===== src/hdl/sesl_fifo.sv =====
`timescale 1ns / 1ps
`default_nettype none
// ----------------------------------------------------------------------------
// Servo end point / slew limiter queue
// Small register queue with count, used between front/back and at the output.
// ----------------------------------------------------------------------------
module sesl_fifo #(
  parameter int DEPTH = 2,
  parameter int WIDTH = 1
) (
  input  wire logic             clk,
  input  wire logic             rst_n,
  input  wire logic             push,
  input  wire logic [WIDTH-1:0] wdata,
  input  wire logic             pop,
  output logic      [WIDTH-1:0] rdata,
  output logic                  empty,
  output logic                  full
);

  localparam int AW = (DEPTH > 1) ? $clog2(DEPTH) : 1;
  localparam int CW = $clog2(DEPTH + 1);

  logic [WIDTH-1:0] mem_r [DEPTH];
  logic [AW-1:0]    wr_ptr_r, wr_ptr_nxt;
  logic [AW-1:0]    rd_ptr_r, rd_ptr_nxt;
  logic [CW-1:0]    cnt_r, cnt_nxt;
  logic             do_push, do_pop;

  assign empty   = (cnt_r == '0);
  assign full    = (cnt_r == CW'(DEPTH));
  assign do_push = push && !full;
  assign do_pop  = pop && !empty;
  assign rdata   = mem_r[rd_ptr_r];

  // Advance pointers and count
  always_comb begin
    wr_ptr_nxt = wr_ptr_r;
    rd_ptr_nxt = rd_ptr_r;
    if (do_push) begin
      wr_ptr_nxt = (wr_ptr_r == AW'(DEPTH - 1)) ? '0 : wr_ptr_r + AW'(1);
    end
    if (do_pop) begin
      rd_ptr_nxt = (rd_ptr_r == AW'(DEPTH - 1)) ? '0 : rd_ptr_r + AW'(1);
    end
    unique case ({do_push, do_pop})
      2'b10:   cnt_nxt = cnt_r + CW'(1);
      2'b01:   cnt_nxt = cnt_r - CW'(1);
      default: cnt_nxt = cnt_r;
    endcase
  end

  always_ff @(posedge clk) begin
    if (!rst_n) begin
      wr_ptr_r <= '0;
      rd_ptr_r <= '0;
      cnt_r    <= '0;
    end else begin
      wr_ptr_r <= wr_ptr_nxt;
      rd_ptr_r <= rd_ptr_nxt;
      cnt_r    <= cnt_nxt;
    end
  end

  // Store the incoming word
  always_ff @(posedge clk) begin
    if (do_push) begin
      mem_r[wr_ptr_r] <= wdata;
    end
  end

endmodule
`default_nettype wire


===== config.mk =====
export PLATFORM = sky130hd
export DESIGN_NAME = sesl_fifo
export DESIGN_NICKNAME = d
export VERILOG_FILES = /design/src/hdl/sesl_fifo.sv
export SDC_FILE = /design/constraint.sdc
export NUM_CORES = 1
export LEC_CHECK = 0
export BUFFER_PORTS_ARGS = -buffer_cell sky130_fd_sc_hd__buf_2
export CORE_AREA = 10 10 47 49
export CTS_CLUSTER_DIAMETER = 150
export DETAILED_ROUTE_END_ITERATION = 10
export DIE_AREA = 0 0 57 59
export PLACE_DENSITY = 0.47
export SLEW_MARGIN = 20
export SYNTH_ARGS = -nofsm -noshare
export SYNTH_HDL_FRONTEND = slang
export SYNTH_SLANG_ARGS = --single-unit
export TNS_END_PERCENT = 10

===== constraint.sdc =====
create_clock -name clk -period 3.7 [get_ports clk]
set_input_delay 0.185 -clock clk [delete_from_list [all_inputs] [get_ports clk]]
set_output_delay 0.185 -clock clk [all_outputs]
set_load 0.02 [all_outputs]

==> impl_metrics.py <==
metrics = {
    "place": {
        "gp_congestion": 0.667,
        "dp_hpwl_um": 446,
        "place_ws_ns": 2.18,
        "numPortBuffers": 7,
    },
    "sta": {
        "hold_violations": 0,
        "worst_slack_ns": 2.18,
        "rsz0062_at_grt": "no",
        "setup_violations": 0,
        "fmax_mhz": 659,
        "period_share_pct": 41.0,
        "fin_crit_ns": 1.52,
        "whs_ns": 0.131,
        "fin_worst_skew_ns": 0.00352,
        "finalMaxSlewViolations": 0,
        "slew_headroom_pct": 88.0,
        "setup_tns_ns": 0,
        "worst_pin_slew_ns": 0.179,
    },
    "routing": {
        "drc": 0,
        "wl_um": 536,
        "wl_per_cell_um": 9.57,
        "drt_pass1_iterations": 2,
        "drt_iter0_drc": 2,
        "vias": 223,
        "ant_nets": 0,
        "drt-vias-per-instance": 3.98,
    },
    "min_path": {
        "hold_path_class": "input port to register",
        "min_from": "wdata",
        "hold_end": "mem_r[1]$_DFFE_PP_",
        "hold_depth": 1,
    },
    "power": {
        "leakage_nw": 0.171,
        "vdd_ir_drop_max_uv": 432,
        "p_total_mw": 0.320,
        "powerDensity_mw_per_mm2": 822,
    },
    "layout": {
        "nets": 47,
        "syn_to_final_growth_pct": 26.4,
        "utilization_pct": 27.8,
        "diodes": 0,
        "drive_above_1_share_pct": 32.5,
    },
    "floorplanning": {
        "start_util_pct": 22.0,
        "ios": 8,
        "fp-row-count": 14,
        "core_sq_mm": 0.00140,
        "die_y_um": 59,
        "die-area_sq_mm": 0.00336,
        "die_x_um": 57,
    },
    "synthesis": {
        "syn_nets": 35,
        "yosys_register_bits": 7,
        "synthCells": 29,
        "syn-cell-area_sq_um": 308,
        "post-synth-top-area-fraction_pct": 32.5,
        "ys_seq_area_share_pct": 52.0,
        "synth_cell_type_count": 17,
        "ys_warn_count": 0,
        "yosys.area.top_type": "dfxtp_1",
        "avgSynthCellArea_sq_um": 10.6,
        "synth_area_leaders": "dfxtp_1 33%, edfxtp_1 20%, xnor2_1 8.5%",
    },
    "global_route": {
        "grt_pass1_vias": 250,
        "overflow": 0,
        "antenna_found_initial": 0,
        "grtUsageTotal_pct": 4.25,
        "grt_max_degree": 6,
        "grt_pass1_wl_um": 1060,
    },
    "clock_network": {
        "path_clk_slew_ns": 0.05,
        "cts_tree": "done",
        "numCtsBuffers": 3,
        "cts.repair.resized": 0,
        "cts_root_buf": "clkbuf_4",
        "worstSkewPairLatency_ns": 0.25,
        "cts_buffer_depth": 2,
        "cts_setup_buffers": 0,
        "clock_sinks": 7,
        "postCtsHoldBufs": 0,
        "htree_num_levels": 1,
    },
    "critical_path": {
        "critPathLaunchType": "register",
        "required_ns": 3.88,
        "r2r_start": "cnt_r[0]$_SDFFE_PN0P_",
        "r2r_slack_ns": 2.18,
        "critPathMaxFanout": 5,
        "r2r_cells": 5,
        "worstSetupPathType": "register to register",
        "critPathCaptureType": "register",
        "r2r_end": "cnt_r[1]$_SDFFE_PN0P_",
        "cp_data_arrival_time_ns": 1.70,
    },
    "status": {
        "outcome": "finished clean",
    },
    "flow_run": {
        "maxCapViolations": 0,
    },
}
==> where the power goes <==
part | internal [mW] | leakage (nW) | switching [mW] | total (mW)
Sequential | 0.104 | 0.0600 | 0.0186 | 0.123
Clock | 0.0410 | 0.0150 | 0.0257 | 0.0667
Combinational | 0.0631 | 0.0961 | 0.0667 | 0.130
Total | 0.209 | 0.171 | 0.111 | 0.320
==> cells in the final DEF (no fill, tap or decap) <==
cell	instances
ha_1	1
edfxtp_1	2
nand2_1	1
dfxtp_1	5
and3_1	1
buf_2	7
xnor2_1	3
inv_2	1
nor2_1	1
o21ai_0	2
a21boi_1	2
clkbuf_4	3
and2_1	1
mux2_2	1
o21a_1	1
nor2b_1	2
nand2b_2	1
or3_1	2
inv_1	2
clkbuf_1	1
==> layer usage <==
metal	wire length (um)	GRT usage (%)
met5	0	0
met4	0	1.01
met3	60	4.94
met2	233	5.89
met1	243	4.08
==> how the worst max path moves through the flow <==
stage / from / end / slack, ns
2_1_floorplan: cnt_r[0]$_SDFFE_PN0P_ / cnt_r[1]$_SDFFE_PN0P_ / 2.27
3_3_place_gp: cnt_r[0]$_SDFFE_PN0P_ / cnt_r[1]$_SDFFE_PN0P_ / 2.20
3_5_place_dp: cnt_r[0]$_SDFFE_PN0P_ / cnt_r[1]$_SDFFE_PN0P_ / 2.18
4_1_cts: cnt_r[0]$_SDFFE_PN0P_ / cnt_r[1]$_SDFFE_PN0P_ / 2.17
5_1_grt: cnt_r[0]$_SDFFE_PN0P_ / cnt_r[1]$_SDFFE_PN0P_ / 2.10
6_report: cnt_r[0]$_SDFFE_PN0P_ / cnt_r[1]$_SDFFE_PN0P_ / 2.18
==> metrics by stage <==
| stage | instance area (sq um) | instances |
|---|---|---|
| after global routing | 389 | 56 |
| after floorplan | 308 | 29 |
| after detailed placement | 363 | 52 |
| after global placement | 363 | 52 |
| after CTS | 389 | 56 |
| final | 389 | 56 |
==> cell families (layout without fill, tap and decap cells) <==
group | Yosys count | in the layout | share of synthesized area, %
AND/OR/NAND/NOR | 9 | 9 | 17.5
multiplexers | 1 | 1 | 3.66
XOR/XNOR | 3 | 3 | 8.54
AO/OA/AOI/OAI | 5 | 5 | 10.6
flip-flops | 7 | 7 | 52.0
adder cells (fa/ha/maj) | 1 | 1 | 4.06
buffers and inverters | 3 | 14 | 3.66
==> critical path: stages, from the launching register on <==
cell and delay [ns]:
dfxtp_1 0.40, nand2b_2 0.18, nand2_1 0.06, ha_1 0.33, or3_1 0.36, a21boi_1 0.13
==> final cells by class <==
| class | instances | area (sq um) |
|---|---|---|
| Fill cell | 165 | 1010 |
| Tap cell | 16 | 20.0 |
| Sequential cell | 7 | 160 |
| Multi-Input combinational cell | 19 | 136 |
| Inverter | 3 | 11.3 |
| Timing Repair Buffer | 7 | 35.0 |
| Clock buffer | 4 | 26.3 |
==> cells in the mapped netlist (all sizes together) <==
cell type / n
dfxtp: 5
inv: 3
xnor2: 3
a21boi: 2
edfxtp: 2
nor2b: 2
o21ai: 2
or3: 2
and2: 1
and3: 1
ha: 1
mux2: 1
nand2: 1
nand2b: 1
nor2: 1
o21a: 1
(Power assumes the default switching activity.)
