--- src/hdl/sesl_pkg.sv ---
`timescale 1ns / 1ps
`default_nettype none
// ----------------------------------------------------------------------------
// Servo end point / slew limiter package
// Shared types, register map, reset values and fixed arithmetic widths.
// ----------------------------------------------------------------------------
package sesl_pkg;

  // Default block parameters
  localparam int FULL_SCALE_DEF = 10000;
  localparam int HARD_LIMIT_DEF = 18000;

  // Slew rate divisors: per minute and per hundred milliseconds
  localparam int RATE_DIV_MIN = 60;
  localparam int RATE_DIV_PCT = 100;

  // Working widths, sized for FULL_SCALE up to 16384 and HARD_LIMIT up to 32767
  localparam int POS_W  = 32;  // scaled position plus subtrim, signed
  localparam int MAG_W  = 31;  // magnitude of end point product, up to 2^30
  localparam int RV_W   = 22;  // FULL_SCALE * speed
  localparam int RB_W   = 17;  // FULL_SCALE * speed / 60
  localparam int WIDE_W = 33;  // rate base * elapsed
  localparam int RATE_W = 26;  // final slew step per item
  localparam int R100_W = 27;  // reciprocal of 100 at WIDE_W fraction bits

  // Reciprocals for constant division (estimate, then one correction step)
  localparam logic [RB_W-1:0]   RECIP_DIV_MIN = RB_W'((64'd1 << RV_W) / RATE_DIV_MIN);
  localparam logic [R100_W-1:0] RECIP_DIV_PCT = R100_W'((64'd1 << WIDE_W) / RATE_DIV_PCT);

  // Front pipeline depth and the depths of the middle and result queues
  localparam int FRONT_STAGES = 8;
  localparam int MID_DEPTH    = 16;
  localparam int OUT_DEPTH    = 2;

  // Configuration register indexes
  typedef enum logic [2:0] {
    REG_SUBTRIM       = 3'd0,
    REG_ENDPOINT_LOW  = 3'd1,
    REG_ENDPOINT_HIGH = 3'd2,
    REG_SPEED         = 3'd3,
    REG_LIMIT_LOW     = 3'd4,
    REG_LIMIT_HIGH    = 3'd5,
    REG_FAILSAFE_POS  = 3'd6,
    REG_INVERT_EN     = 3'd7
  } sesl_reg_t;

  typedef struct packed {
    logic signed [15:0] subtrim;
    logic signed [15:0] endpoint_low;
    logic        [14:0] endpoint_high;
    logic        [7:0]  speed;
    logic signed [15:0] limit_low;
    logic signed [15:0] limit_high;
    logic signed [15:0] failsafe_pos;
    logic               invert_en;
  } sesl_cfg_t;

  localparam sesl_cfg_t CFG_RESET = '{
    subtrim:       16'sd0,
    endpoint_low:  -16'sd10000,
    endpoint_high: 15'd10000,
    speed:         8'd0,
    limit_low:     -16'sd15000,
    limit_high:    16'sd15000,
    failsafe_pos:  16'sd0,
    invert_en:     1'b0
  };

  // Input word
  typedef struct packed {
    logic signed [15:0] channel_in;
    logic        [15:0] gap_ms;
  } sesl_in_t;

  // Result word
  typedef struct packed {
    logic signed [15:0] servo_out;
    logic signed [15:0] failsafe_out;
  } sesl_out_t;

  // Word passed from the front to the back
  typedef struct packed {
    logic signed [POS_W-1:0] pos;
    logic        [RATE_W-1:0] rate;
  } sesl_mid_t;

endpackage
`default_nettype wire

--- src/hdl/sesl_back.sv ---
`timescale 1ns / 1ps
`default_nettype none
// ----------------------------------------------------------------------------
// Servo end point / slew limiter back end
// Applies the slew step against the previous position, clamps, inverts and
// forms the failsafe value; holds the previous position.
// ----------------------------------------------------------------------------
module sesl_back
  import sesl_pkg::*;
#(
  parameter int HARD_LIMIT = HARD_LIMIT_DEF
) (
  input  wire logic      clk,
  input  wire logic      rst_n,
  input  wire logic      take,
  input  wire sesl_mid_t mid_data,
  input  wire sesl_cfg_t cfg,
  output sesl_out_t      out_data
);

  localparam logic signed [POS_W:0] HL_P   = (POS_W + 1)'(HARD_LIMIT);
  localparam logic signed [POS_W:0] HL_N   = -HL_P;
  localparam logic signed [16:0]    HL_P17 = 17'(HARD_LIMIT);
  localparam logic signed [16:0]    HL_N17 = -HL_P17;

  logic signed [15:0]    prev_r, prev_nxt;
  logic signed [POS_W:0] pos_x, prev_x, rate_x, up, dn, slewed, lim_v;
  logic signed [POS_W:0] lo_x, hi_x;
  logic signed [15:0]    servo;
  logic signed [16:0]    fs_sum, fs_lim;
  logic signed [15:0]    fs;

  // Slew, clamp and invert the position
  always_comb begin
    pos_x  = {mid_data.pos[POS_W-1], mid_data.pos};
    prev_x = {{(POS_W - 15){prev_r[15]}}, prev_r};
    rate_x = {{(POS_W + 1 - RATE_W){1'b0}}, mid_data.rate};
    up     = prev_x + rate_x;
    dn     = prev_x - rate_x;
    lo_x   = {{(POS_W - 15){cfg.limit_low[15]}}, cfg.limit_low};
    hi_x   = {{(POS_W - 15){cfg.limit_high[15]}}, cfg.limit_high};

    priority if (cfg.speed != 8'd0 && pos_x > up) begin
      slewed = up;
    end else if (cfg.speed != 8'd0 && pos_x < dn) begin
      slewed = dn;
    end else begin
      slewed = pos_x;
    end

    lim_v = slewed;
    if (lim_v < lo_x) begin
      lim_v = lo_x;
    end
    if (lim_v > hi_x) begin
      lim_v = hi_x;
    end
    if (lim_v < HL_N) begin
      lim_v = HL_N;
    end
    if (lim_v > HL_P) begin
      lim_v = HL_P;
    end

    prev_nxt = lim_v[15:0];
    servo    = cfg.invert_en ? 16'sd0 - prev_nxt : prev_nxt;
  end

  // Failsafe: subtrim plus position, hard clamp, invert
  always_comb begin
    fs_sum = {cfg.subtrim[15], cfg.subtrim} + {cfg.failsafe_pos[15], cfg.failsafe_pos};
    fs_lim = fs_sum;
    if (fs_lim < HL_N17) begin
      fs_lim = HL_N17;
    end
    if (fs_lim > HL_P17) begin
      fs_lim = HL_P17;
    end
    fs = cfg.invert_en ? 16'sd0 - fs_lim[15:0] : fs_lim[15:0];
  end

  assign out_data = '{servo_out: servo, failsafe_out: fs};

  // Hold the previous pre-inversion position
  always_ff @(posedge clk) begin
    if (!rst_n) begin
      prev_r <= '0;
    end else if (take) begin
      prev_r <= prev_nxt;
    end
  end

endmodule
`default_nettype wire

--- config.mk ---
export PLATFORM = sky130hd
export DESIGN_NAME = sesl_back
export DESIGN_NICKNAME = d
export VERILOG_FILES = /design/src/hdl/sesl_pkg.sv /design/src/hdl/sesl_back.sv
export SDC_FILE = /design/constraint.sdc
export NUM_CORES = 1
export LEC_CHECK = 0
export ABC_AREA = 0
export BUFFER_PORTS_ARGS = -buffer_cell sky130_fd_sc_hd__buf_2
export CAP_MARGIN = 20
export CELL_PAD_IN_SITES_DETAIL_PLACEMENT = 0
export CELL_PAD_IN_SITES_GLOBAL_PLACEMENT = 1
export CORE_ASPECT_RATIO = 0.8
export CORE_MARGIN = 5
export CORE_UTILIZATION = 43
export DETAILED_ROUTE_END_ITERATION = 16
export PLACE_DENSITY_LB_ADDON = 0.15
export SLEW_MARGIN = 20
export SYNTH_ARGS = -nofsm -noshare
export SYNTH_HDL_FRONTEND = slang
export SYNTH_SLANG_ARGS = --single-unit
--- constraint.sdc ---
create_clock -name clk -period 40.2 [get_ports clk]
set_input_delay 8.04 -clock clk [delete_from_list [all_inputs] [get_ports clk]]
set_output_delay 8.04 -clock clk [all_outputs]
set_load 0.05 [all_outputs]
==> flow_results.xml <==
<?xml version="1.0" encoding="UTF-8"?>
<metrics>
  <group name="status">
    <metric name="run_status" unit="">finished clean</metric>
  </group>
  <group name="die">
    <metric name="top_level_ports" unit="">197</metric>
    <metric name="chipHeight" unit="um">150</metric>
    <metric name="fp.dieArea" unit="sq mm">0.0276</metric>
    <metric name="initial_utilization" unit="%">43.3</metric>
    <metric name="die_width" unit="um">184</metric>
    <metric name="placementRows" unit="">51</metric>
    <metric name="core_area" unit="sq mm">0.0242</metric>
  </group>
  <group name="grt">
    <metric name="grt_max_degree" unit="">53</metric>
    <metric name="initial_antenna_violation_count" unit="">0</metric>
    <metric name="first_pass_grt_wire_length" unit="mm">57.8</metric>
    <metric name="via_count_of_the_first_global_routing_pass" unit="">10700</metric>
    <metric name="globalRouteOverflowTotal" unit="">0</metric>
    <metric name="grt.total_usage" unit="%">25.8</metric>
  </group>
  <group name="logic_synthesis">
    <metric name="number_of_flops_mapped_to_enable_cells_by_yosys" unit="">0</metric>
    <metric name="synth_cells" unit="">1500</metric>
    <metric name="ys.warnings.count" unit="">0</metric>
    <metric name="ys_types" unit="">99</metric>
    <metric name="synthesis.nets" unit="">1867</metric>
    <metric name="synth_common_cells" unit="">sky130_fd_sc_hd__ha_1 (199), sky130_fd_sc_hd__inv_1 (133), sky130_fd_sc_hd__nor2_1 (124)</metric>
    <metric name="top_cell_type_s_share_of_synthesized_area" unit="%">23.8</metric>
    <metric name="synthesis.area" unit="sq mm">0.0105</metric>
    <metric name="yosys.area.top_type" unit="">sky130_fd_sc_hd__ha_1</metric>
    <metric name="cell_types_with_the_largest_area_share_after_synthesis" unit="">sky130_fd_sc_hd__ha_1 (24%), sky130_fd_sc_hd__a21oi_1 (5.8%), sky130_fd_sc_hd__xnor2_1 (4.9%)</metric>
    <metric name="yosys.cell_count.top_type" unit="">sky130_fd_sc_hd__ha_1</metric>
    <metric name="ys_dominant_reg_cell" unit="">sky130_fd_sc_hd__dfxtp_1</metric>
    <metric name="ys_ff_latch" unit="">16</metric>
    <metric name="synth_sequential_area_ratio" unit="%">3.06</metric>
    <metric name="synthesis.area_per_instance" unit="sq um">6.98</metric>
    <metric name="asyncSetResetFlopFracSynth" unit="%">0</metric>
  </group>
  <group name="cts">
    <metric name="htree_levels" unit="">1</metric>
    <metric name="cts_tree" unit="">done</metric>
    <metric name="tritoncts.num_buffers" unit="">3</metric>
    <metric name="cts_setup_buffers" unit="">0</metric>
    <metric name="max-clock-path-buffers" unit="">2</metric>
    <metric name="cts_num_sinks" unit="">16</metric>
    <metric name="cts.hold.buffers_added" unit="">0</metric>
    <metric name="post_cts_resize_count" unit="">0</metric>
    <metric name="cts_root_buf" unit="">sky130_fd_sc_hd__clkbuf_16</metric>
    <metric name="clkSlewWorstSetupHoldPaths" unit="ns">0.05</metric>
    <metric name="clock_latency_late_sink" unit="ns">0.24</metric>
  </group>
  <group name="finish">
    <metric name="final_net_count" unit="">1984</metric>
    <metric name="syn2layout_area_growth" unit="%">10.6</metric>
    <metric name="fillCellCount" unit="">2578</metric>
    <metric name="drive_gt1_share" unit="%">14.1</metric>
    <metric name="antennaDiodeCount" unit="">0</metric>
    <metric name="seqCellArea" unit="sq um">320</metric>
    <metric name="largest-register" unit="">prev_r</metric>
    <metric name="post_route_non_filler_standard_cell_count" unit="">1933</metric>
    <metric name="largest_register_ffs" unit="">16</metric>
    <metric name="largest_registers" unit="">prev_r (16)</metric>
    <metric name="multi_input_comb_area" unit="sq mm">0.00937</metric>
  </group>
  <group name="route">
    <metric name="dr_total_vias" unit="">11900</metric>
    <metric name="drcViolationCount" unit="">0</metric>
    <metric name="drt-initial-drc-count" unit="">980</metric>
    <metric name="wl_per_cell" unit="um">19.6</metric>
    <metric name="antenna_violating_nets_post_route" unit="">0</metric>
    <metric name="post_drt_via_cell_ratio" unit="">6.13</metric>
    <metric name="number_of_detailed_routing_iterations_run_before_antenna_repair" unit="">5</metric>
    <metric name="route.final.wire_length" unit="mm">37.8</metric>
  </group>
  <group name="place">
    <metric name="globalplace.congestion" unit="">0.953</metric>
    <metric name="detailed_place_hpwl" unit="mm">31.4</metric>
    <metric name="placed_cells_incl_taps" unit="">1930</metric>
    <metric name="preCtsSetupSlack" unit="ns">6.56</metric>
    <metric name="place.port_buffers" unit="">165</metric>
  </group>
  <group name="min_path">
    <metric name="timing.hold.worst.class" unit="">register to register</metric>
  </group>
  <group name="critical_path">
    <metric name="critical_path_startpoint_category" unit="">input pin</metric>
    <metric name="critical-path-max-stage-delay" unit="ns">0.79</metric>
    <metric name="timing.critical_path.fanout_max" unit="">25</metric>
    <metric name="buffers_plus_inverters_on_the_worst_setup_path" unit="">7</metric>
    <metric name="critPathTopFamily" unit="">simple AND/OR/NAND/NOR gates</metric>
    <metric name="critical_path.endpoint_type" unit="">output port</metric>
    <metric name="worst-endpoint-required" unit="ns">32.16</metric>
    <metric name="critPathSlowestCell" unit="">sky130_fd_sc_hd__a2111oi_1</metric>
    <metric name="worstSetupPathType" unit="">input pin to output port</metric>
    <metric name="critPathArrivalTime" unit="ns">26.13</metric>
  </group>
  <group name="timing">
    <metric name="drv_slew" unit="">0</metric>
    <metric name="timing.setup.tns" unit="ns">0</metric>
    <metric name="slew-limit-headroom" unit="%">36.4</metric>
    <metric name="layout_setup_ws" unit="ns">6.03</metric>
    <metric name="whs" unit="ns">0.543</metric>
    <metric name="timing_worst_slew_pin_value" unit="ns">0.944</metric>
    <metric name="fin_crit_sh" unit="%">85.0</metric>
    <metric name="final_hold_viol_count" unit="">0</metric>
    <metric name="grt_setup_unrepaired" unit="">false</metric>
    <metric name="maximum_clock_rate" unit="MHz">29.3</metric>
    <metric name="period_minus_slack" unit="ns">34.17</metric>
    <metric name="setup_viols_final" unit="">0</metric>
    <metric name="final.setup_skew" unit="ns">0.00571</metric>
  </group>
  <group name="flow_run">
    <metric name="timing.max_cap.violations" unit="">0</metric>
  </group>
</metrics>
-- stage by stage --
stage,area [sq um],util [%]
5_1_grt,11600,47.9
4_1_cts,11600,47.9
2_1_floorplan,10500,-
6_report,11600,47.9
3_5_place_dp,11500,47.5
3_3_place_gp,11500,47.5
-- worst paths after layout --
| path | startpoint | endpoint | slack (ns) | cells past startpoint |
|---|---|---|---|---|
| setup / recovery | mid_data[0] | out_data[30] | 6.03 | 66 |
| setup reg to reg | prev_r[0] | prev_r[4] | 23.19 | 58 |
| hold reg to reg | prev_r[0] | prev_r[0] | 0.54 | 1 |
| hold / removal | prev_r[0] | prev_r[0] | 0.54 | 1 |
-- cells by family (layout without fill, tap and decap cells) --
family,Yosys count,count (layout),synth area share (%)
AOI/OAI and AO/OA,513,513,34.2
muxes,15,15,1.57
buffers and inverters,199,314,7.57
xor gates and xnor gates,72,72,6.03
adders and majority gates,202,202,24.4
DFF,16,16,3.06
and+or+nand+nor,483,483,23.2
-- area by class of cell --
type                    instances  area share [%]
multi-input cells            1285            81.0
clock buffers                   3           0.649
well taps                     318            3.44
flip-flops and latches         16            2.77
repair buffers                174            7.72
inverters                     137            4.44
-- placed cells by master (no fill, tap or decap), drive strengths merged, types with 13 or more instances in the layout --
cell | synthesis | final
ha | 199 | 199
buf | 22 | 174
inv | 133 | 133
nor2 | 124 | 124
a21oi | 124 | 124
o21ai | 107 | 107
nand2 | 102 | 102
xnor2 | 59 | 59
nand3 | 53 | 53
nand4 | 39 | 39
a21o | 39 | 39
nor3 | 35 | 35
and3 | 23 | 23
o211ai | 22 | 22
a31oi | 21 | 21
o31ai | 19 | 19
a211oi | 19 | 19
nor2b | 18 | 18
and2 | 18 | 18
nor4 | 17 | 17
dfxtp | 16 | 16
o21a | 16 | 16
o22ai | 13 | 13
xor2 | 13 | 13
-- routing by layer --
layer / GRT usage [%] / routed length [um] / vias to the layer above / share of wire (%)
met4: 3.73 / 665 / 0 / 1.8
li1: - / - / 5840 / -
met3: 2.65 / 2870 / 45 / 7.6
met2: 40.1 / 16100 / 492 / 43
met5: 0 / 0 / - / 0
met1: 39.0 / 18200 / 5478 / 48
Power is left out: the tool's default activity adds up to more than one toggle a clock period on the data nets, which glitch-free logic cannot reach.
