## src/hdl/sesl_pkg.sv

```systemverilog
`timescale 1ns / 1ps
`default_nettype none
// ----------------------------------------------------------------------------
// Servo end point / slew limiter package
// Shared types, register map, reset values and fixed arithmetic widths.
// ----------------------------------------------------------------------------
package sesl_pkg;

  // Default block parameters
  localparam int FULL_SCALE_DEF = 10000;
  localparam int HARD_LIMIT_DEF = 18000;

  // Slew rate divisors: per minute and per hundred milliseconds
  localparam int RATE_DIV_MIN = 60;
  localparam int RATE_DIV_PCT = 100;

  // Working widths, sized for FULL_SCALE up to 16384 and HARD_LIMIT up to 32767
  localparam int POS_W  = 32;  // scaled position plus subtrim, signed
  localparam int MAG_W  = 31;  // magnitude of end point product, up to 2^30
  localparam int RV_W   = 22;  // FULL_SCALE * speed
  localparam int RB_W   = 17;  // FULL_SCALE * speed / 60
  localparam int WIDE_W = 33;  // rate base * elapsed
  localparam int RATE_W = 26;  // final slew step per item
  localparam int R100_W = 27;  // reciprocal of 100 at WIDE_W fraction bits

  // Reciprocals for constant division (estimate, then one correction step)
  localparam logic [RB_W-1:0]   RECIP_DIV_MIN = RB_W'((64'd1 << RV_W) / RATE_DIV_MIN);
  localparam logic [R100_W-1:0] RECIP_DIV_PCT = R100_W'((64'd1 << WIDE_W) / RATE_DIV_PCT);

  // Front pipeline depth and the depths of the middle and result queues
  localparam int FRONT_STAGES = 8;
  localparam int MID_DEPTH    = 16;
  localparam int OUT_DEPTH    = 2;

  // Configuration register indexes
  typedef enum logic [2:0] {
    REG_SUBTRIM       = 3'd0,
    REG_ENDPOINT_LOW  = 3'd1,
    REG_ENDPOINT_HIGH = 3'd2,
    REG_SPEED         = 3'd3,
    REG_LIMIT_LOW     = 3'd4,
    REG_LIMIT_HIGH    = 3'd5,
    REG_FAILSAFE_POS  = 3'd6,
    REG_INVERT_EN     = 3'd7
  } sesl_reg_t;

  typedef struct packed {
    logic signed [15:0] subtrim;
    logic signed [15:0] endpoint_low;
    logic        [14:0] endpoint_high;
    logic        [7:0]  speed;
    logic signed [15:0] limit_low;
    logic signed [15:0] limit_high;
    logic signed [15:0] failsafe_pos;
    logic               invert_en;
  } sesl_cfg_t;

  localparam sesl_cfg_t CFG_RESET = '{
    subtrim:       16'sd0,
    endpoint_low:  -16'sd10000,
    endpoint_high: 15'd10000,
    speed:         8'd0,
    limit_low:     -16'sd15000,
    limit_high:    16'sd15000,
    failsafe_pos:  16'sd0,
    invert_en:     1'b0
  };

  // Input word
  typedef struct packed {
    logic signed [15:0] channel_in;
    logic        [15:0] gap_ms;
  } sesl_in_t;

  // Result word
  typedef struct packed {
    logic signed [15:0] servo_out;
    logic signed [15:0] failsafe_out;
  } sesl_out_t;

  // Word passed from the front to the back
  typedef struct packed {
    logic signed [POS_W-1:0] pos;
    logic        [RATE_W-1:0] rate;
  } sesl_mid_t;

endpackage
`default_nettype wire

```

## src/hdl/sesl_front.sv

```systemverilog
`timescale 1ns / 1ps
`default_nettype none
// ----------------------------------------------------------------------------
// Servo end point / slew limiter front end
// Accepts items, scales by the end points and computes the slew step in an
// eight stage pipeline; holds credits for the queue that follows.
// ----------------------------------------------------------------------------
module sesl_front
  import sesl_pkg::*;
#(
  parameter int FULL_SCALE = FULL_SCALE_DEF
) (
  input  wire logic      clk,
  input  wire logic      rst_n,
  input  wire logic      push,
  input  wire sesl_in_t  in_data,
  input  wire sesl_cfg_t cfg,
  input  wire logic      mid_pop,
  output logic           full,
  output logic           mid_push,
  output sesl_mid_t      mid_data
);

  localparam int CNT_W = $clog2(MID_DEPTH + 1);
  localparam logic [14:0]      FS_W     = 15'(FULL_SCALE);
  localparam logic [MAG_W:0]   RECIP_FS = (MAG_W + 1)'((64'd1 << MAG_W) / FULL_SCALE);

  logic                    accept;
  logic [FRONT_STAGES-1:0] vld_r, vld_nxt;
  logic [CNT_W-1:0]        cnt_r, cnt_nxt;

  // Stage registers
  logic [POS_W-1:0]  prod1_r, prod1_nxt;
  logic              xneg1_r;
  logic [RV_W-1:0]   rv1_r, rv1_nxt;
  logic [15:0]       el1_r, el2_r, el3_r, el4_r;

  logic [MAG_W-1:0]  mag2_r, mag2_nxt, mag3_r, mag4_r;
  logic              negf2_r, negf2_nxt, negf3_r, negf4_r, negf5_r;
  logic [RV_W-1:0]   rv2_r, rv3_r;
  logic [RB_W-1:0]   re2_r, re2_nxt, re3_r;

  logic [MAG_W-1:0]  qe3_r, qe3_nxt, qe4_r;
  logic [RV_W-1:0]   pr3_r, pr3_nxt;

  logic [MAG_W-1:0]  qp4_r, qp4_nxt;
  logic [RB_W-1:0]   rb4_r, rb4_nxt;

  logic [MAG_W-1:0]  q5_r, q5_nxt;
  logic [WIDE_W-1:0] w5_r, w5_nxt, w6_r, w7_r;

  logic [POS_W-1:0]  pos6_r, pos6_nxt, pos7_r, pos8_r;
  logic [RATE_W-1:0] est6_r, est6_nxt, est7_r;

  logic [WIDE_W-1:0] p7_r, p7_nxt;
  logic [RATE_W-1:0] rate8_r, rate8_nxt;

  // Intermediate products
  logic signed [16:0] ep17, x17;
  logic signed [33:0] prod_full;
  logic [22:0]        rv_full;
  logic [POS_W-1:0]   neg_p;
  logic [RV_W+RB_W-1:0] re_full;
  logic [2*MAG_W:0]   mq_full;
  logic [22:0]        pr_full;
  logic [45:0]        qp_full;
  logic [RV_W-1:0]    rv_rem;
  logic [MAG_W-1:0]   mag_rem;
  logic [WIDE_W-1:0]  w_full;
  logic [POS_W-1:0]   q_signed;
  logic [WIDE_W+R100_W-1:0] est_full;
  logic [WIDE_W-1:0]  pct_rem;

  assign full     = (cnt_r == CNT_W'(MID_DEPTH));
  assign accept   = push && !full;
  assign mid_push = vld_r[FRONT_STAGES-1];
  assign mid_data = '{pos: $signed(pos8_r), rate: rate8_r};

  // Track items in the pipeline plus the queue
  always_comb begin
    vld_nxt = {vld_r[FRONT_STAGES-2:0], accept};
    unique case ({accept, mid_pop})
      2'b10:   cnt_nxt = cnt_r + CNT_W'(1);
      2'b01:   cnt_nxt = cnt_r - CNT_W'(1);
      default: cnt_nxt = cnt_r;
    endcase
  end

  always_ff @(posedge clk) begin
    if (!rst_n) begin
      vld_r <= '0;
      cnt_r <= '0;
    end else begin
      vld_r <= vld_nxt;
      cnt_r <= cnt_nxt;
    end
  end

  // Datapath per stage
  always_comb begin
    // Pick end point by sign and multiply; form FULL_SCALE * speed
    ep17      = in_data.channel_in[15] ? {cfg.endpoint_low[15], cfg.endpoint_low}
                                       : {2'b00, cfg.endpoint_high};
    x17       = {in_data.channel_in[15], in_data.channel_in};
    prod_full = ep17 * x17;
    prod1_nxt = prod_full[POS_W-1:0];
    rv_full   = 23'(FS_W) * 23'(cfg.speed);
    rv1_nxt   = rv_full[RV_W-1:0];

    // Take magnitude; estimate speed term over 60
    neg_p     = POS_W'(0) - prod1_r;
    mag2_nxt  = prod1_r[POS_W-1] ? neg_p[MAG_W-1:0] : prod1_r[MAG_W-1:0];
    negf2_nxt = prod1_r[POS_W-1] ^ xneg1_r;
    re_full   = (RV_W + RB_W)'(rv1_r) * (RV_W + RB_W)'(RECIP_DIV_MIN);
    re2_nxt   = re_full[RV_W+RB_W-1:RV_W];

    // Estimate magnitude over FULL_SCALE; back-multiply the 60 estimate
    mq_full   = (2 * MAG_W + 1)'(mag2_r) * (2 * MAG_W + 1)'(RECIP_FS);
    qe3_nxt   = mq_full[2*MAG_W-1:MAG_W];
    pr_full   = 23'(re2_r) * 23'(RATE_DIV_MIN);
    pr3_nxt   = pr_full[RV_W-1:0];

    // Back-multiply the FULL_SCALE estimate; correct the 60 quotient
    qp_full   = 46'(qe3_r) * 46'(FS_W);
    qp4_nxt   = qp_full[MAG_W-1:0];
    rv_rem    = rv3_r - pr3_r;
    rb4_nxt   = re3_r + RB_W'(rv_rem >= RV_W'(RATE_DIV_MIN));

    // Correct the FULL_SCALE quotient; rate base times elapsed
    mag_rem   = mag4_r - qp4_r;
    q5_nxt    = qe4_r + MAG_W'(mag_rem >= MAG_W'(FULL_SCALE));
    w_full    = WIDE_W'(rb4_r) * WIDE_W'(el4_r);
    w5_nxt    = w_full;

    // Restore sign, add subtrim; estimate over 100
    q_signed  = negf5_r ? POS_W'(0) - {1'b0, q5_r} : {1'b0, q5_r};
    pos6_nxt  = q_signed + {{(POS_W - 16){cfg.subtrim[15]}}, cfg.subtrim};
    est_full  = (WIDE_W + R100_W)'(w5_r) * (WIDE_W + R100_W)'(RECIP_DIV_PCT);
    est6_nxt  = est_full[WIDE_W+RATE_W-1:WIDE_W];

    // Back-multiply the 100 estimate
    p7_nxt    = WIDE_W'(est6_r) * WIDE_W'(RATE_DIV_PCT);

    // Correct the 100 quotient
    pct_rem   = w7_r - p7_r;
    rate8_nxt = est7_r + RATE_W'(pct_rem >= WIDE_W'(RATE_DIV_PCT));
  end

  // Advance payload every cycle
  always_ff @(posedge clk) begin
    prod1_r <= prod1_nxt;
    xneg1_r <= in_data.channel_in[15];
    rv1_r   <= rv1_nxt;
    el1_r   <= in_data.gap_ms;

    mag2_r  <= mag2_nxt;
    negf2_r <= negf2_nxt;
    rv2_r   <= rv1_r;
    re2_r   <= re2_nxt;
    el2_r   <= el1_r;

    qe3_r   <= qe3_nxt;
    mag3_r  <= mag2_r;
    negf3_r <= negf2_r;
    pr3_r   <= pr3_nxt;
    rv3_r   <= rv2_r;
    re3_r   <= re2_r;
    el3_r   <= el2_r;

    qp4_r   <= qp4_nxt;
    qe4_r   <= qe3_r;
    mag4_r  <= mag3_r;
    negf4_r <= negf3_r;
    rb4_r   <= rb4_nxt;
    el4_r   <= el3_r;

    q5_r    <= q5_nxt;
    negf5_r <= negf4_r;
    w5_r    <= w5_nxt;

    pos6_r  <= pos6_nxt;
    est6_r  <= est6_nxt;
    w6_r    <= w5_r;

    pos7_r  <= pos6_r;
    est7_r  <= est6_r;
    w7_r    <= w6_r;
    p7_r    <= p7_nxt;

    pos8_r  <= pos7_r;
    rate8_r <= rate8_nxt;
  end

endmodule
`default_nettype wire

```

## config.mk

```make
export PLATFORM = sky130hd
export DESIGN_NAME = sesl_front
export DESIGN_NICKNAME = d
export VERILOG_FILES = /design/src/hdl/sesl_pkg.sv /design/src/hdl/sesl_front.sv
export SDC_FILE = /design/constraint.sdc
export NUM_CORES = 2
export LEC_CHECK = 0
export BUFFER_PORTS_ARGS = -buffer_cell sky130_fd_sc_hd__buf_2
export CAP_MARGIN = 20
export CORE_UTILIZATION = 60
export CTS_BUF_LIST = sky130_fd_sc_hd__clkbuf_8
export DETAILED_ROUTE_END_ITERATION = 16
export PLACE_DENSITY = 0.77
export SETUP_SLACK_MARGIN = 0.3
export SYNTH_ARGS = -nofsm -noshare
export SYNTH_HDL_FRONTEND = slang
export SYNTH_SLANG_ARGS = --single-unit
```

## constraint.sdc

```tcl
create_clock -name clk -period 11.29 [get_ports clk]
set_input_delay 0.5645 -clock clk [delete_from_list [all_inputs] [get_ports clk]]
set_output_delay 0.5645 -clock clk [all_outputs]
set_load 0.01 [all_outputs]
```

==> summary.md <==
On the final layout, the worst clock skew is 0.0427 ns. Synthesized area per cell: 9.96 um^2. The clock tree root buffer cell was clkbuf_8. Counting flops with a built-in enable in the synthesized netlist gives 0. The logs give 3.45 ns for the register-to-register setup slack and 2577 for the number of DRC violations after detailed-routing iteration 0. The post-route netlist has 5.17% of its cells at a drive strength greater than 1. The run gives 0 as the total number of yosys warnings.

inv_1 is the most common cell in the netlist. The die width was 349 um. The flow ran to the end, and the final reports show no timing, DRC or antenna violations. The number of antenna violations at the first check in global routing was 4.

Setup repair after global routing left no endpoint under its margin. At the pin with the least slew margin, the transition time is 1.03 ns. The total wire length came out at 160 mm.

The first-pass GRT wire length was 263 mm. After detailed routing, the average wire length per cell comes to 17.5 um. The routability congestion estimate from global placement was 0.980; the fraction of registers with async set or reset after synthesis was 0%. The final layout contains 9825 nets.

Counting instances, the worst hold path has a depth of 2. Entering global routing, the biggest net connects 33 pins. The die outline area was 122000 um^2; the initial core utilization was 60.8%.

TritonCTS built the clock tree. The pre-antenna-repair detailed-routing pass consisted of 7 iterations. The hold violation total from the final report came out at 0. STA classifies the critical path startpoint as a flop.

The run gives 83 as the count of cell types in the netlist. Setup violations remaining at the end of the flow were counted as 0. Relative to the synthesized area, the layout overhead comes to 7.15%.

The half-perimeter wire length after detailed placement was 132 mm; the number of register bits inferred by synthesis was 698. The final route contains 48800 vias. The tools report the depth of the CTS H-tree as 3.

The total negative slack is 0 ns. The run gives 31.1% as the worst max-slew margin expressed relative to the limit. The tools report the detailed-route DRC error count as 0. Nature of the critical path endpoint: a flop. Synthesis produced a netlist whose cell count is 7245.

The logs give 0 for the residual antenna-violating net count after detailed routing and 3 for the maximum count of clock buffers along a single path. The tools report the CTS sink count as 698. The run gives 0 as the residual overflow from global routing.

For the worst flop-to-flop path, the logic depth is 24. The leading register cell type out of synthesis was dfxtp_1. After layout, the minimum clock period comes to 7.84 ns.

The worst setup path is of the flop to flop kind. The tools report the post-synthesis sequential area ratio as 19.4%. Clock-pin slew was measured on the worst setup and hold paths at 0.07 ns.

The tools report the number of nets produced by synthesis as 9625. Sorting the synthesized cells by how often they occur yields 1800 x inv_1, 1122 x fa_1, 1118 x ha_1. After synthesis the cells add up to 72200 um^2. The number of top-level pins came out at 200. Sorting the synthesized cells by area gives the leading types as fa_1 31%, ha_1 19%, dfxtp_1 19%. Maximum net fanout on the critical path: 10. The share of the synthesized area in the top cell type works out to 31.1%. Max-cap violations in this run came to 0. Counting the buffers created by CTS gives 116. For the overall routing resource usage, the log shows 27.4%. Clock insertion delay at the later pin of the skew report: 0.87 ns. The data arrival time of the critical path is 8.63 ns, and the via-per-instance ratio is 5.33. The required time at the endpoint of the critical path is 12.08 ns, and the site row count is 126.

The number of global-route vias before repair was 52500; the placeable core area was 119000 um^2. The final critical-path share of the clock period works out to 69.4%. The top cell type by total area after synthesis was fa_1. The fmax was 128 MHz.

The min-delay analysis places its worst path in the category input port to flop. The port buffer count was 150; the height of the die was 349 um. The count of instances resized after the clock tree is built is 0. The final number of max-transition violations is 0.
layer usage:
| metal | global-route usage, % | up-vias | routed length [um] |
|---|---|---|---|
| met5 | 0 | - | 13 |
| li1 | - | 23100 | - |
| met2 | 47.9 | 1301 | 78600 |
| met1 | 34.4 | 24000 | 66200 |
| met3 | 4.06 | 345 | 8720 |
| met4 | 9.85 | 2 | 6260 |
state kept, by name, indices dropped and copies added, names as in the netlist, 31 cells and up:
register and flops:
w5_r 33, pos6_r 32, pos7_r 32, pos8_r 32, prod1_r 32, mag2_r 31
w6_r 31, w7_r 31
repair_timing:
item,4_1_cts,5_1_grt
endpoints found under the setup margin,0,0
hold buffers,24,0
hold endpoints to repair,27,0
setup buffers,0,0
layout make-up:
class	count	area, um^2
multi-input combinational	4653	51100
timing repair buffer	175	998
clock inverter	71	543
sequential	698	14000
tap	1600	2000
inverter	1801	6760
clock buffer	141	1940
antenna	8	20.0
fill	9395	41400
cells by family after synthesis:
family | Yosys count | share of synthesized area [%]
multiplexers | 23 | 0.355
AO/OA/AOI/OAI | 759 | 7.00
AND/OR/NAND/NOR | 1294 | 8.84
XOR/XNOR | 337 | 4.09
buffers and inverters | 1894 | 9.85
adder cells (fa/ha/maj) | 2240 | 50.5
flip-flops | 698 | 19.4
metrics by stage:
stage	instances	worst slack (ns)	utilization (%)	hold WS, ns	instance area, um^2
global placement	8903	3.72	62.8	0.310	74600
detailed placement	8903	3.62	62.8	0.312	74600
floorplan	7245	4.14	-	0.310	72200
finish	9147	3.45	65.1	0.0739	77300
CTS	9139	3.61	65.1	0.00259	77300
global route	9146	3.21	65.1	0.0386	77300
placed cells by master, fill, tap and decap left out, types with 10 or more instances in the layout:
cell | synthesis | routed
o31ai_1 | 26 | 26
nor2_1 | 189 | 189
a2111oi_0 | 16 | 16
a211o_1 | 15 | 15
dlygate4sd3_1 | 0 | 24
o211ai_1 | 13 | 13
mux2_2 | 17 | 17
nand2b_1 | 48 | 48
ha_1 | 1118 | 1118
nand2_1 | 455 | 455
o21a_1 | 43 | 43
fa_1 | 1122 | 1122
a21o_1 | 92 | 92
inv_1 | 1800 | 1828
nor2b_1 | 45 | 45
or2_2 | 12 | 12
clkbuf_8 | 0 | 141
o41ai_1 | 15 | 15
a21boi_0 | 12 | 12
nand3_1 | 76 | 76
and3_1 | 33 | 33
xnor2_1 | 245 | 245
nor3_1 | 77 | 77
or4_1 | 10 | 10
dfxtp_1 | 698 | 698
a31oi_1 | 23 | 23
a211oi_1 | 26 | 26
o21bai_1 | 26 | 26
a21oi_1 | 206 | 206
xor2_1 | 92 | 92
nand4_1 | 33 | 33
clkinv_2 | 0 | 21
buf_2 | 0 | 150
and2_1 | 246 | 246
o2111ai_1 | 14 | 14
o21ai_0 | 137 | 137
or3_1 | 29 | 29
critical path, stage by stage (launching register included):
cell	delay [ns]
dfxtp_1	0.79
ha_1	0.45
inv_1	0.11
fa_1	0.52
inv_1	0.06
fa_1	0.50
inv_1	0.06
fa_1	0.55
inv_1	0.05
fa_1	0.38
fa_1	0.53
inv_1	0.06
fa_1	0.47
inv_1	0.04
ha_1	0.32
a21oi_1	0.15
o21ai_1	0.10
a221o_1	0.37
a221oi_1	0.70
a311oi_1	0.25
nor3_1	0.44
o21bai_1	0.23
a41o_1	0.32
a21oi_1	0.19
xnor2_1	0.13
final timing paths:
| path | startpoint | to |
|---|---|---|
| worst max-delay path | w5_r[9] | est6_r[25] |
| worst min register to register | el3_r[2] | el4_r[2] |
| worst min-delay path | cfg[89] | pos6_r[1] |
| worst max register to register | w5_r[9] | est6_r[25] |
Power is left out: the tool's default activity adds up to more than one toggle a clock period on the data nets, which glitch-free logic cannot reach.
